**src/sv/sync_length_crc16_frame_parser_top_macros.svh**
```systemverilog
// Assertion macros shared by the frame parser RTL.
// In synthesis builds the macros expand to nothing.
`ifndef SYNC_LENGTH_CRC16_FRAME_PARSER_TOP_MACROS_SVH
`define SYNC_LENGTH_CRC16_FRAME_PARSER_TOP_MACROS_SVH
`ifndef SYNTHESIS
// Same-cycle property, checked out of reset.
`define SLCFP_ASSERT(label, clk, rstn, prop, msg) \
    label: assert property (@(posedge clk) disable iff (!rstn) (prop)) else $error(msg);
// Antecedent in one cycle, consequent in the next.
`define SLCFP_ASSERT_NEXT(label, clk, rstn, ante, cons, msg) \
    label: assert property (@(posedge clk) disable iff (!rstn) (ante) |=> (cons)) \
        else $error(msg);
`else
`define SLCFP_ASSERT(label, clk, rstn, prop, msg)
`define SLCFP_ASSERT_NEXT(label, clk, rstn, ante, cons, msg)
`endif
`endif

```
**src/sv/slcfp_pkg.sv**
```systemverilog
`default_nettype none

package slcfp_pkg;

    // Result queue between the parser and the output stage
    localparam int unsigned QDEPTH = 4;
    localparam int unsigned QAW    = $clog2(QDEPTH);
    localparam int unsigned QCW    = $clog2(QDEPTH + 1);

    localparam int unsigned TDATA_W = 48;

    // Reflected CRC-16 polynomial
    localparam logic [15:0] CRC_POLY = 16'h8408;

    // Register indexes on the configuration port
    localparam logic [1:0] CFG_SYNC_FIRST  = 2'd0;
    localparam logic [1:0] CFG_SYNC_SECOND = 2'd1;
    localparam logic [1:0] CFG_END_MARKER  = 2'd2;
    localparam logic [1:0] CFG_MAX_LEN     = 2'd3;

    // Register reset values
    localparam logic [7:0]  RST_SYNC_FIRST  = 8'd255;
    localparam logic [7:0]  RST_SYNC_SECOND = 8'd90;
    localparam logic [7:0]  RST_END_MARKER  = 8'd51;
    localparam logic [15:0] RST_MAX_LEN     = 16'd4086;

    // Result kinds
    localparam logic KIND_PAYLOAD = 1'b0;
    localparam logic KIND_STATUS  = 1'b1;

    // End-of-frame status codes
    localparam logic [1:0] ST_OK       = 2'd0;
    localparam logic [1:0] ST_CRC_ERR  = 2'd1;
    localparam logic [1:0] ST_NO_END   = 2'd2;
    localparam logic [1:0] ST_TOO_LONG = 2'd3;

    typedef enum logic [3:0] {
        PH_HUNT1,
        PH_HUNT2,
        PH_ID,
        PH_CLASS,
        PH_LENLO,
        PH_LENHI,
        PH_DATA,
        PH_CRCLO,
        PH_CRCHI,
        PH_END
    } phase_t;

    typedef struct packed {
        logic        item_kind;
        logic [7:0]  message_id;
        logic [7:0]  class_id;
        logic [7:0]  payload_byte;
        logic [15:0] byte_index;
        logic [1:0]  frame_status;
    } res_t;

    // One byte of the reflected CRC, bit by bit
    function automatic logic [15:0] crc_byte(input logic [15:0] crc_in,
                                             input logic [7:0]  b);
        logic [15:0] c;
        c = crc_in ^ {8'h00, b};
        for (int k = 0; k < 8; k++) begin
            c = c[0] ? ((c >> 1) ^ CRC_POLY) : (c >> 1);
        end
        return c;
    endfunction

endpackage

`default_nettype wire

```
**src/sv/slcfp_front.sv**
```systemverilog
`default_nettype none

module slcfp_front (
    input  wire logic               aclk,
    input  wire logic               aresetn,
    input  wire logic               cfg_valid,
    input  wire logic [1:0]         cfg_index,
    input  wire logic [15:0]        cfg_data,
    input  wire logic               in_fire,
    input  wire logic [7:0]         in_byte,
    output logic                    push_valid,
    output slcfp_pkg::res_t         push_item
);

`include "sync_length_crc16_frame_parser_top_macros.svh"

    logic [7:0]  sync_first_reg;
    logic [7:0]  sync_second_reg;
    logic [7:0]  end_marker_reg;
    logic [15:0] max_len_reg;

    slcfp_pkg::phase_t phase_reg, phase_next;
    logic [7:0]  msg_id_reg, msg_id_next;
    logic [7:0]  class_id_reg, class_id_next;
    logic [15:0] frame_len_reg, frame_len_next;
    logic [15:0] pay_cnt_reg, pay_cnt_next;
    logic [15:0] crc_reg, crc_next;
    logic [15:0] rx_crc_reg, rx_crc_next;

    logic [15:0] crc_upd;
    logic [15:0] len_full;
    logic [15:0] cnt_inc;

    // Configuration registers
    always_ff @(posedge aclk) begin
        if (!aresetn) begin
            sync_first_reg  <= slcfp_pkg::RST_SYNC_FIRST;
            sync_second_reg <= slcfp_pkg::RST_SYNC_SECOND;
            end_marker_reg  <= slcfp_pkg::RST_END_MARKER;
            max_len_reg     <= slcfp_pkg::RST_MAX_LEN;
        end else if (cfg_valid) begin
            case (cfg_index)
                slcfp_pkg::CFG_SYNC_FIRST:  sync_first_reg  <= cfg_data[7:0];
                slcfp_pkg::CFG_SYNC_SECOND: sync_second_reg <= cfg_data[7:0];
                slcfp_pkg::CFG_END_MARKER:  end_marker_reg  <= cfg_data[7:0];
                slcfp_pkg::CFG_MAX_LEN:     max_len_reg     <= cfg_data;
                default: ;
            endcase
        end
    end

    // Parser state
    always_ff @(posedge aclk) begin
        if (!aresetn) begin
            phase_reg     <= slcfp_pkg::PH_HUNT1;
            msg_id_reg    <= '0;
            class_id_reg  <= '0;
            frame_len_reg <= '0;
            pay_cnt_reg   <= '0;
            crc_reg       <= '0;
            rx_crc_reg    <= '0;
        end else begin
            phase_reg     <= phase_next;
            msg_id_reg    <= msg_id_next;
            class_id_reg  <= class_id_next;
            frame_len_reg <= frame_len_next;
            pay_cnt_reg   <= pay_cnt_next;
            crc_reg       <= crc_next;
            rx_crc_reg    <= rx_crc_next;
        end
    end

    // CRC over the running value; the id byte restarts from zero
    assign crc_upd  = slcfp_pkg::crc_byte((phase_reg == slcfp_pkg::PH_ID) ? 16'h0000 : crc_reg,
                                          in_byte);
    assign len_full = {in_byte, frame_len_reg[7:0]};
    assign cnt_inc  = pay_cnt_reg + 16'd1;

    // Next state and result generation
    always_comb begin
        phase_next     = phase_reg;
        msg_id_next    = msg_id_reg;
        class_id_next  = class_id_reg;
        frame_len_next = frame_len_reg;
        pay_cnt_next   = pay_cnt_reg;
        crc_next       = crc_reg;
        rx_crc_next    = rx_crc_reg;

        push_valid             = 1'b0;
        push_item.item_kind    = slcfp_pkg::KIND_STATUS;
        push_item.message_id   = msg_id_reg;
        push_item.class_id     = class_id_reg;
        push_item.payload_byte = 8'h00;
        push_item.byte_index   = frame_len_reg;
        push_item.frame_status = slcfp_pkg::ST_OK;

        if (in_fire) begin
            case (phase_reg)
                slcfp_pkg::PH_HUNT2: begin
                    if (in_byte == sync_second_reg) begin
                        phase_next = slcfp_pkg::PH_ID;
                    end else if (in_byte != sync_first_reg) begin
                        phase_next = slcfp_pkg::PH_HUNT1;
                    end
                end
                slcfp_pkg::PH_ID: begin
                    msg_id_next = in_byte;
                    crc_next    = crc_upd;
                    phase_next  = slcfp_pkg::PH_CLASS;
                end
                slcfp_pkg::PH_CLASS: begin
                    class_id_next = in_byte;
                    crc_next      = crc_upd;
                    phase_next    = slcfp_pkg::PH_LENLO;
                end
                slcfp_pkg::PH_LENLO: begin
                    frame_len_next = {8'h00, in_byte};
                    crc_next       = crc_upd;
                    phase_next     = slcfp_pkg::PH_LENHI;
                end
                slcfp_pkg::PH_LENHI: begin
                    frame_len_next = len_full;
                    crc_next       = crc_upd;
                    pay_cnt_next   = '0;
                    if (len_full > max_len_reg) begin
                        // oversize frame: report and drop back to hunting
                        push_valid             = 1'b1;
                        push_item.byte_index   = len_full;
                        push_item.frame_status = slcfp_pkg::ST_TOO_LONG;
                        phase_next             = slcfp_pkg::PH_HUNT1;
                    end else if (len_full == 16'd0) begin
                        phase_next = slcfp_pkg::PH_CRCLO;
                    end else begin
                        phase_next = slcfp_pkg::PH_DATA;
                    end
                end
                slcfp_pkg::PH_DATA: begin
                    push_valid             = 1'b1;
                    push_item.item_kind    = slcfp_pkg::KIND_PAYLOAD;
                    push_item.payload_byte = in_byte;
                    push_item.byte_index   = pay_cnt_reg;
                    crc_next               = crc_upd;
                    pay_cnt_next           = cnt_inc;
                    if (cnt_inc >= frame_len_reg) begin
                        phase_next = slcfp_pkg::PH_CRCLO;
                    end
                end
                slcfp_pkg::PH_CRCLO: begin
                    rx_crc_next = {8'h00, in_byte};
                    phase_next  = slcfp_pkg::PH_CRCHI;
                end
                slcfp_pkg::PH_CRCHI: begin
                    rx_crc_next = {in_byte, rx_crc_reg[7:0]};
                    phase_next  = slcfp_pkg::PH_END;
                end
                slcfp_pkg::PH_END: begin
                    // a bad end byte outranks a CRC mismatch
                    push_valid = 1'b1;
                    if (in_byte != end_marker_reg) begin
                        push_item.frame_status = slcfp_pkg::ST_NO_END;
                    end else if (rx_crc_reg != crc_reg) begin
                        push_item.frame_status = slcfp_pkg::ST_CRC_ERR;
                    end else begin
                        push_item.frame_status = slcfp_pkg::ST_OK;
                    end
                    phase_next = slcfp_pkg::PH_HUNT1;
                end
                default: begin
                    phase_next = (in_byte == sync_first_reg) ? slcfp_pkg::PH_HUNT2
                                                             : slcfp_pkg::PH_HUNT1;
                end
            endcase
        end
    end

    // Results only come from payload, length-high and end phases
    `SLCFP_ASSERT(a_push_phase, aclk, aresetn, !push_valid || (in_fire && (phase_reg == slcfp_pkg::PH_DATA || phase_reg == slcfp_pkg::PH_LENHI || phase_reg == slcfp_pkg::PH_END)), "result pushed outside a result phase")
    // A completed frame always returns to hunting
    `SLCFP_ASSERT_NEXT(a_end_hunt, aclk, aresetn, in_fire && phase_reg == slcfp_pkg::PH_END, phase_reg == slcfp_pkg::PH_HUNT1, "parser did not return to hunting after end byte")

endmodule

`default_nettype wire

```
**src/sv/slcfp_queue.sv**
```systemverilog
`default_nettype none

module slcfp_queue (
    input  wire logic               aclk,
    input  wire logic               aresetn,
    input  wire logic               push,
    input  wire slcfp_pkg::res_t    push_item,
    input  wire logic               pop,
    output logic                    full,
    output logic                    empty,
    output slcfp_pkg::res_t         head_item
);

`include "sync_length_crc16_frame_parser_top_macros.svh"

    localparam int unsigned QAW = slcfp_pkg::QAW;
    localparam int unsigned QCW = slcfp_pkg::QCW;

    slcfp_pkg::res_t mem [slcfp_pkg::QDEPTH];

    logic [QAW-1:0] wr_ptr_reg, wr_ptr_next;
    logic [QAW-1:0] rd_ptr_reg, rd_ptr_next;
    logic [QCW-1:0] count_reg, count_next;

    // Storage
    always_ff @(posedge aclk) begin
        if (push) begin
            mem[wr_ptr_reg] <= push_item;
        end
    end

    // Pointers and fill count
    always_ff @(posedge aclk) begin
        if (!aresetn) begin
            wr_ptr_reg <= '0;
            rd_ptr_reg <= '0;
            count_reg  <= '0;
        end else begin
            wr_ptr_reg <= wr_ptr_next;
            rd_ptr_reg <= rd_ptr_next;
            count_reg  <= count_next;
        end
    end

    always_comb begin
        wr_ptr_next = wr_ptr_reg;
        rd_ptr_next = rd_ptr_reg;
        count_next  = count_reg;
        if (push) begin
            wr_ptr_next = (wr_ptr_reg == QAW'(slcfp_pkg::QDEPTH - 1)) ? '0 : wr_ptr_reg + 1'b1;
        end
        if (pop) begin
            rd_ptr_next = (rd_ptr_reg == QAW'(slcfp_pkg::QDEPTH - 1)) ? '0 : rd_ptr_reg + 1'b1;
        end
        if (push && !pop) begin
            count_next = count_reg + 1'b1;
        end else if (pop && !push) begin
            count_next = count_reg - 1'b1;
        end
    end

    assign full      = (count_reg == QCW'(slcfp_pkg::QDEPTH));
    assign empty     = (count_reg == '0);
    assign head_item = mem[rd_ptr_reg];

    `SLCFP_ASSERT(a_q_bound, aclk, aresetn, count_reg <= QCW'(slcfp_pkg::QDEPTH), "queue count over depth")
    `SLCFP_ASSERT(a_q_push_full, aclk, aresetn, !(push && full), "push into full queue")
    `SLCFP_ASSERT(a_q_pop_empty, aclk, aresetn, !(pop && empty), "pop from empty queue")

endmodule

`default_nettype wire

```
**src/sv/slcfp_back.sv**
```systemverilog
`default_nettype none

module slcfp_back (
    input  wire logic                              aclk,
    input  wire logic                              aresetn,
    input  wire slcfp_pkg::res_t                   head_item,
    input  wire logic                              q_empty,
    output logic                                   pop,
    output logic                                   m_tvalid,
    input  wire logic                              m_tready,
    output logic [slcfp_pkg::TDATA_W-1:0]          m_tdata,
    output logic                                   m_tuser
);

    logic            out_valid_reg, out_valid_next;
    slcfp_pkg::res_t out_item_reg;

    // Load the output register whenever it is empty or being taken
    assign pop            = !q_empty && (!out_valid_reg || m_tready);
    assign out_valid_next = pop || (out_valid_reg && !m_tready);

    always_ff @(posedge aclk) begin
        if (!aresetn) begin
            out_valid_reg <= 1'b0;
        end else begin
            out_valid_reg <= out_valid_next;
        end
    end

    always_ff @(posedge aclk) begin
        if (pop) begin
            out_item_reg <= head_item;
        end
    end

    // Pack the result item onto the stream
    assign m_tvalid = out_valid_reg;
    assign m_tuser  = out_item_reg.item_kind;
    assign m_tdata  = {6'b000000,
                       out_item_reg.frame_status,
                       out_item_reg.byte_index,
                       out_item_reg.payload_byte,
                       out_item_reg.class_id,
                       out_item_reg.message_id};

endmodule

`default_nettype wire

```
**src/sv/sync_length_crc16_frame_parser_top.sv**
```systemverilog
// A result passes through the result queue and then the output register before it can be taken on m_.
// Throughput: one byte per cycle; the byte parser and CRC-16 update are combinational.
// Input stalls only when the four-entry result queue is full under output back-pressure.
// Reset: synchronous, active low; registers go to their defaults, parser hunts for sync.
// No clearing pass: the block takes bytes in the first cycle after reset.
`default_nettype none

module sync_length_crc16_frame_parser_top (
    input  wire logic                              aclk,
    input  wire logic                              aresetn,
    // input items
    input  wire logic                              s_tvalid,
    output logic                                   s_tready,
    input  wire logic [7:0]                        s_tdata,   // [7:0] rx_byte
    // result items
    output logic                                   m_tvalid,
    input  wire logic                              m_tready,
    // [7:0] message_id, [15:8] class_id, [23:16] payload_byte,
    // [39:24] byte_index, [41:40] frame_status, [47:42] zero
    output logic [slcfp_pkg::TDATA_W-1:0]          m_tdata,
    output logic                                   m_tuser,   // [0] item_kind
    // configuration writes
    input  wire logic                              cfg_valid,
    output logic                                   cfg_ready,
    input  wire logic [1:0]                        cfg_index,
    input  wire logic [15:0]                       cfg_data
);

    logic            in_fire;
    logic            push_valid;
    slcfp_pkg::res_t push_item;
    logic            q_full;
    logic            q_empty;
    logic            q_pop;
    slcfp_pkg::res_t head_item;

    assign s_tready  = !q_full;
    assign in_fire   = s_tvalid && s_tready;
    assign cfg_ready = 1'b1;

    // Front: byte parser and CRC
    slcfp_front u_front (
        .aclk       (aclk),
        .aresetn    (aresetn),
        .cfg_valid  (cfg_valid),
        .cfg_index  (cfg_index),
        .cfg_data   (cfg_data),
        .in_fire    (in_fire),
        .in_byte    (s_tdata),
        .push_valid (push_valid),
        .push_item  (push_item)
    );

    // Result queue
    slcfp_queue u_queue (
        .aclk      (aclk),
        .aresetn   (aresetn),
        .push      (push_valid),
        .push_item (push_item),
        .pop       (q_pop),
        .full      (q_full),
        .empty     (q_empty),
        .head_item (head_item)
    );

    // Back: output register
    slcfp_back u_back (
        .aclk      (aclk),
        .aresetn   (aresetn),
        .head_item (head_item),
        .q_empty   (q_empty),
        .pop       (q_pop),
        .m_tvalid  (m_tvalid),
        .m_tready  (m_tready),
        .m_tdata   (m_tdata),
        .m_tuser   (m_tuser)
    );

endmodule

`default_nettype wire

```
**config.mk**
```make
export PLATFORM = sky130hd
export DESIGN_NAME = sync_length_crc16_frame_parser_top
export DESIGN_NICKNAME = d
export VERILOG_FILES = /design/src/sv/slcfp_pkg.sv /design/src/sv/slcfp_front.sv /design/src/sv/slcfp_queue.sv /design/src/sv/slcfp_back.sv /design/src/sv/sync_length_crc16_frame_parser_top.sv
export VERILOG_INCLUDE_DIRS = /design/src /design/src/sv
export SDC_FILE = /design/constraint.sdc
export NUM_CORES = 1
export LEC_CHECK = 0
export ABC_AREA = 1
export BUFFER_PORTS_ARGS = -buffer_cell sky130_fd_sc_hd__buf_4
export CORE_MARGIN = 1
export CORE_UTILIZATION = 55
export CTS_BUF_LIST = sky130_fd_sc_hd__clkbuf_4 sky130_fd_sc_hd__clkbuf_8 sky130_fd_sc_hd__clkbuf_16
export DETAILED_ROUTE_END_ITERATION = 10
export PLACE_DENSITY = 0.76
export SYNTH_ARGS = -nofsm -noshare
export SYNTH_HDL_FRONTEND = slang
export SYNTH_SLANG_ARGS = --single-unit
```
**constraint.sdc**
```tcl
create_clock -name aclk -period 4.1 [get_ports aclk]
set_clock_uncertainty 0.15 [all_clocks]
set_input_delay 0 -clock aclk [delete_from_list [all_inputs] [get_ports aclk]]
set_output_delay 0 -clock aclk [all_outputs]
set_load 0.01 [all_outputs]
```
==> results.py, run 1 <==
metrics = {
    "outcome": {
        "status": "completed",
    },
    "power": {
        "power.density_nw_per_um2": 580,
        "swShare_pct": 30.3,
        "intPower_mw": 7.12,
        "power_frac_seq_pct": 43.1,
        "power.switching_mw": 3.09,
        "vdd_ir_drop_max_uv": 302,
        "pwr-share-clk_pct": 33.0,
        "p_comb_share_pct": 23.9,
        "leakagePower_nw": 6.85,
    },
    "setup_path": {
        "r2r_end": "u_queue.count_reg[2]",
        "cp.required_ns": 4.36,
        "worstSetupPathType": "flop to flop",
        "critPathLaunchType": "flop",
        "rrSetupSlack_ns": 0.33,
        "worstPathArrival_ns": 4.03,
        "cp_max_fo": 8,
        "cp-end-kind": "flop",
        "worst-r2r-cell-count": 17,
        "r2r_start": "u_front.max_len_reg[15]",
    },
    "global_routing": {
        "grt_max_degree": 89,
        "grt_pass1_vias": 10700,
        "overflow": 0,
        "grt_pass1_wl_mm": 54.9,
        "grtUsageTotal_pct": 25.0,
        "antenna_found_initial": 0,
    },
    "timing": {
        "final_hold_viol_count": 0,
        "fin_crit_sh_pct": 91.9,
        "maxSlewHeadroom_pct": 26.2,
        "rsz0062_at_grt": "no",
        "setup_violations": 0,
        "fin_crit_ns": 3.77,
        "timing.setup.tns_ns": 0,
        "tightest_slew_ns": 1.11,
        "fmax_mhz": 266,
        "slew_violations": 0,
    },
    "logic_synthesis": {
        "ys_types": 39,
        "synth_warnings": 0,
        "netlist_area_um2": 15000,
        "seq_area_frac_synth_pct": 60.5,
        "synthMuxAreaShare_pct": 0,
        "yosys.area_share.adder_pct": 3.38,
        "synth_top_family_by_area": "simple AND/OR/NAND/NOR gates",
        "syn_area_per_cell_um2": 9.84,
        "post_synth_and_or_nand_nor_area_fraction_pct": 14.2,
        "synth_compound_area_share_pct": 12.0,
        "synth-seq-cells": 347,
        "syn_inst": 1528,
        "synth_xor_area_share_pct": 4.28,
    },
    "routing": {
        "dr.pass1.iters": 5,
        "ant_nets": 0,
        "wl_per_cell_um": 17.5,
        "vias": 11100,
        "drcViolationCount": 0,
        "drt-total-wl_mm": 35.0,
        "vias_per_cell": 5.57,
        "first_iter_violations": 1015,
    },
    "final_layout": {
        "final_cell_mix": "238 x nand2_1, 215 x edfxtp_1, 168 x o21ai_0, 165 x nor2_1, 131 x dfxtp_1",
        "drive_gt1_share_pct": 11.3,
        "area_growth_pct": 17.0,
        "largest_register_ffs": 172,
        "fin_util_pct": 65.5,
        "top_register": "u_queue.mem",
        "final_common_cell": "nand2_1",
        "fin_nets": 1704,
        "antennaDiodeCount": 0,
        "fillers": 2060,
    },
    "floorplanning": {
        "rows": 60,
        "fp.dieW_um": 167,
        "die-area_um2": 28000,
        "ios": 83,
        "initial_core_util_pct": 55.9,
        "die_h_um": 167,
        "coreArea_um2": 26900,
    },
    "placed_design": {
        "place.gp.congestion": 0.875,
        "place.port_buffers": 75,
        "dpl.hpwl_mm": 22.0,
    },
    "clock_network": {
        "clockRootBuffer": "clkbuf_16",
        "clkLatencyLatePin_ns": 0.53,
        "cts_buffer_depth": 3,
        "cts_setup_buffers": 0,
        "tritoncts": "done",
        "path_clk_slew_ns": 0.06,
        "cts.sinks": 347,
        "cts_buffers": 37,
        "htreeDepth": 2,
        "cts_resized": 0,
    },
    "flow_run": {
        "drv_cap": 0,
    },
    "worst_hold_path": {
        "hold_end": "u_front.rx_crc_reg[9]",
        "worstHoldStart": "s_tvalid",
        "hold_depth": 5,
        "hold_class": "input pin to flop",
    },
}
## per-layer routing
| metal | GRT usage, % | share of wire, % | vias to the layer above |
|---|---|---|---|
| met5 | 0 | 0 | - |
| met4 | 10.3 | 3.3 | 0 |
| met3 | 3.76 | 6.1 | 85 |
| met2 | 42.2 | 48 | 384 |
| met1 | 32.3 | 43 | 5274 |
| li1 | - | - | 5399 |
## area by class of cell
class	count	area, um^2	share of cell area, %
Sequential cell	347	9100	51.7
Tap cell	341	427	2.42
Clock buffer	44	1000	5.70
Timing Repair Buffer	135	1150	6.53
Clock inverter	22	246	1.40
Inverter	138	518	2.94
Multi-Input combinational cell	974	5150	29.3
## how the worst max path moves through the flow
stage / slack, ns / startpoint / cells past startpoint / endpoint
floorplan: 0.23 / u_queue.count_reg[0] / 8 / u_queue.count_reg[1]
global placement: 0.55 / u_front.max_len_reg[11] / 17 / u_queue.count_reg[2]
detailed placement: 0.47 / u_front.max_len_reg[11] / 17 / u_queue.count_reg[2]
CTS: 0.45 / u_front.max_len_reg[11] / 17 / u_queue.count_reg[2]
global route: 0.13 / u_front.max_len_reg[15] / 17 / u_queue.count_reg[2]
finish: 0.33 / u_front.max_len_reg[15] / 17 / u_queue.count_reg[2]
## power groups by stage
stage	registers, mW	logic [mW]	clock network (mW)
5_1_grt	4.44	2.69	3.56
3_5_place_dp	4.47	2.39	0
2_1_floorplan	4.59	1.38	0
3_3_place_gp	4.46	2.31	0
4_1_cts	4.40	2.43	3.42
6_report	4.40	2.44	3.37
## synthesized netlist by cell type
library cell	count	area, um^2
a21o_1	2	15.0
a21oi_1	112	561
and3_1	1	6.26
buf_1	3	11.3
buf_2	16	80.1
buf_4	8	60.1
clkbuf_1	47	176
clkinv_1	2	7.51
conb_1	2	7.51
dfxtp_1	132	2640
edfxtp_1	215	6460
fa_1	1	20.0
ha_1	39	488
inv_1	129	484
inv_2	7	26.3
nand2_1	238	893
nand2_2	2	12.5
nand3_1	53	265
nand3_2	1	10.0
nand3b_1	2	15.0
nand4_1	10	62.6
nor2_1	170	638
nor2_2	5	31.3
nor2_4	2	22.5
nor3_1	18	90.1
nor4_1	8	50.1
nor4_2	1	12.5
o211ai_1	6	45.0
o21a_1	1	7.51
o21ai_0	168	841
o21ai_1	4	20.0
o21bai_1	1	7.51
o22ai_1	47	294
o2bb2ai_1	1	8.76
or2_0	1	6.26
or2_2	3	18.8
xnor2_1	25	219
xor2_1	41	359
xor2_2	4	65.1
## cells by family (layout without fill, tap and decap cells)
logic type	after synthesis	in the layout
flops	347	347
other cells	2	7
compound gates	342	342
xor+xnor	70	70
fa+ha+maj	40	40
buf+inv	212	339
simple gates	515	515
## stage by stage
step | instances | setup WS, ns | hold slack [ns] | cell area [um^2] | power [mW]
after detailed placement | 1891 | 0.474 | 0.0922 | 15900 | 6.86
after global placement | 1891 | 0.552 | 0.0847 | 15900 | 6.77
after floorplan | 1533 | 0.227 | -0.0237 | 15100 | 5.97
after CTS | 2001 | 0.453 | 0.00727 | 17600 | 10.3
after global routing | 2001 | 0.130 | 0.0340 | 17600 | 10.7
final | 2001 | 0.334 | 0.0238 | 17600 | 10.2
## worst max-delay path: stages (launching register included)
cell and delay (ns):
dfxtp_1 0.31, inv_1 0.05, ha_1 0.28, nand2_1 0.08
nor3_1 0.55, nand2_1 0.12, nand2_1 0.18, nand3_2 0.19
nand2_1 0.15, nand2_1 0.25, inv_1 0.19, ha_1 0.16
inv_1 0.07, fa_1 0.44, a21oi_1 0.14, o21ai_0 0.11
o21ai_0 0.16, a21oi_1 0.05
## what timing repair did
action | 4_1_cts | 5_1_grt
hold endpoints to repair | 109 | 0
hold buffers | 44 | 0
setup endpoints to repair | 0 | 0
Power figures use the tool's default switching activity.
==> run 2, diff against run 1 <==
- CORE_UTILIZATION: 55 -> 60
- PLACE_DENSITY: 0.76 -> 0.79
- clock period: 4.1 -> 4.5 ns (I/O delays scaled with it)
==> run 2 against run 1 <==
Against the previous run: via count is 1.0% higher; flip-flop and latch count stayed put; critical path depth stayed put; final area is 0.13% lower; first-iteration DRC count is 4.1% higher; largest cell class unchanged.
==> results.py, run 2 (same netlist as run 1, synthesis figures left out) <==
metrics = {
    "outcome": {
        "status": "completed",
    },
    "clock_network": {
        "cts_resized": 0,
        "tritoncts": "done",
        "htreeDepth": 2,
        "clockRootBuffer": "clkbuf_16",
        "cts_setup_buffers": 0,
        "cts_buffer_depth": 3,
        "path_clk_slew_ns": 0.05,
        "cts.sinks": 347,
        "clkLatencyLatePin_ns": 0.52,
        "hold_buffers": 45,
        "cts_buffers": 36,
    },
    "routing": {
        "first_iter_violations": 1057,
        "dr.pass1.iters": 5,
        "drt-total-wl_mm": 34.7,
        "wl_per_cell_um": 17.5,
        "vias": 11300,
        "ant_nets": 0,
        "vias_per_cell": 5.68,
        "drcViolationCount": 0,
    },
    "final_layout": {
        "fin_util_pct": 71.8,
        "final_common_cell": "nand2_1",
        "final_cell_mix": "238 x nand2_1, 215 x edfxtp_1, 168 x o21ai_0, 165 x nor2_1, 131 x dfxtp_1",
        "top_register": "u_queue.mem",
        "area_growth_pct": 16.9,
        "largest_register_ffs": 172,
        "drive_gt1_share_pct": 11.1,
        "final_area_um2": 17600,
        "fin_nets": 1705,
        "antennaDiodeCount": 0,
    },
    "timing": {
        "slew_violations": 0,
        "fmax_mhz": 267,
        "fin_crit_sh_pct": 83.2,
        "whs_ns": 0.136,
        "setup_violations": 0,
        "tightest_slew_ns": 0.984,
        "timing.setup.tns_ns": 0,
        "maxSlewHeadroom_pct": 34.1,
        "rsz0062_at_grt": "no",
        "fin_crit_ns": 3.74,
        "final_hold_viol_count": 0,
    },
    "global_routing": {
        "use_met2_pct": 45.2,
        "grt_pass1_wl_mm": 54.8,
        "grtUsageTotal_pct": 27.2,
        "grt_pass1_vias": 10500,
        "grt_max_degree": 89,
        "globalRouteMet3Util_pct": 4.47,
        "antenna_found_initial": 0,
        "grt_busiest_layer": "met2",
        "overflow": 0,
        "gr-usage-met1_pct": 35.6,
    },
    "placed_design": {
        "dpl.hpwl_mm": 21.7,
        "place.port_buffers": 75,
        "placed_area_um2": 15900,
        "place.gp.congestion": 0.874,
    },
    "floorplanning": {
        "rows": 57,
        "die_h_um": 160,
        "fp.dieW_um": 160,
        "initial_core_util_pct": 61.5,
        "ios": 83,
        "die-area_um2": 25700,
        "coreArea_um2": 24500,
    },
    "worst_hold_path": {
        "hold_class": "input pin to flop",
        "worstHoldStart": "cfg_data[2]",
    },
    "setup_path": {
        "r2r_start": "u_front.max_len_reg[11]",
        "cp-startpoint": "u_front.max_len_reg[11]",
        "cp_max_fo": 8,
        "cp-end-kind": "flop",
        "critPathLaunchType": "flop",
        "max_stage_delay_ns": 0.45,
        "worstPathArrival_ns": 4.00,
        "cpLargestDelayFamily": "simple AND/OR/NAND/NOR gates",
        "worstSetupPathType": "flop to flop",
        "crit_slowest_cell": "nor3_1",
        "crit_chain": "inv_1 > ha_1 > nand4_1 > nor3_1 > nand2_1 > nand2_1 > nand3_2 > nand2_1 > nand2_1 > inv_1 > ha_1 > inv_1 > fa_1 > a21oi_1 > o21ai_0 > o21ai_0 > a21oi_1",
        "cp.required_ns": 4.75,
        "path_buf_inv": 3,
        "cpMostUsedCell": "nand2_1",
    },
    "power": {
        "power.density_nw_per_um2": 528,
        "fin_total_pwr_mw": 9.28,
        "vdd_ir_drop_max_uv": 355,
        "leakagePower_nw": 6.85,
    },
    "flow_run": {
        "drv_cap": 0,
    },
}
run 2: worst paths after layout:
kind | to | slack, ns | depth (start not counted)
worst max-delay path | u_queue.count_reg[2] | 0.76 | 17
worst min-delay path | u_front.sync_first_reg[2] | 0.14 | 4
worst max register to register | u_queue.count_reg[2] | 0.76 | 17
worst min register to register | u_front.max_len_reg[13] | 0.32 | 2
run 2: metrics by stage:
step	worst slack [ns]	cells
6_report	0.757	1982
3_5_place_dp	0.837	1875
3_3_place_gp	0.971	1875
5_1_grt	0.516	1982
2_1_floorplan	0.627	1533
4_1_cts	0.836	1982
run 2: final cells by class:
cell class	count	area [um^2]
Fill cell	1697	6890
Inverter	138	518
Sequential cell	347	9100
Clock inverter	12	174
Tap cell	324	405
Clock buffer	50	1050
Timing Repair Buffer	137	1170
Multi-Input combinational cell	974	5150
run 2: report_power, final:
group          internal, mW  switching, mW  total [mW]
combinational         0.785           1.42        2.21
clock                  1.87           1.18        3.06
sequential             3.86          0.155        4.02
run 2: routing by layer:
| metal | wire [um] | part of all wire, % |
|---|---|---|
| met5 | 0 | 0 |
| met4 | 1160 | 3.3 |
| met3 | 2260 | 6.5 |
| met2 | 16900 | 49 |
| met1 | 14400 | 42 |
run 2: tightest hold or removal path, stage by stage:
cell and delay (ns):
dlygate4sd3_1 0.52, buf_4 0.13, nand2_1 0.06, nand3_1 0.07
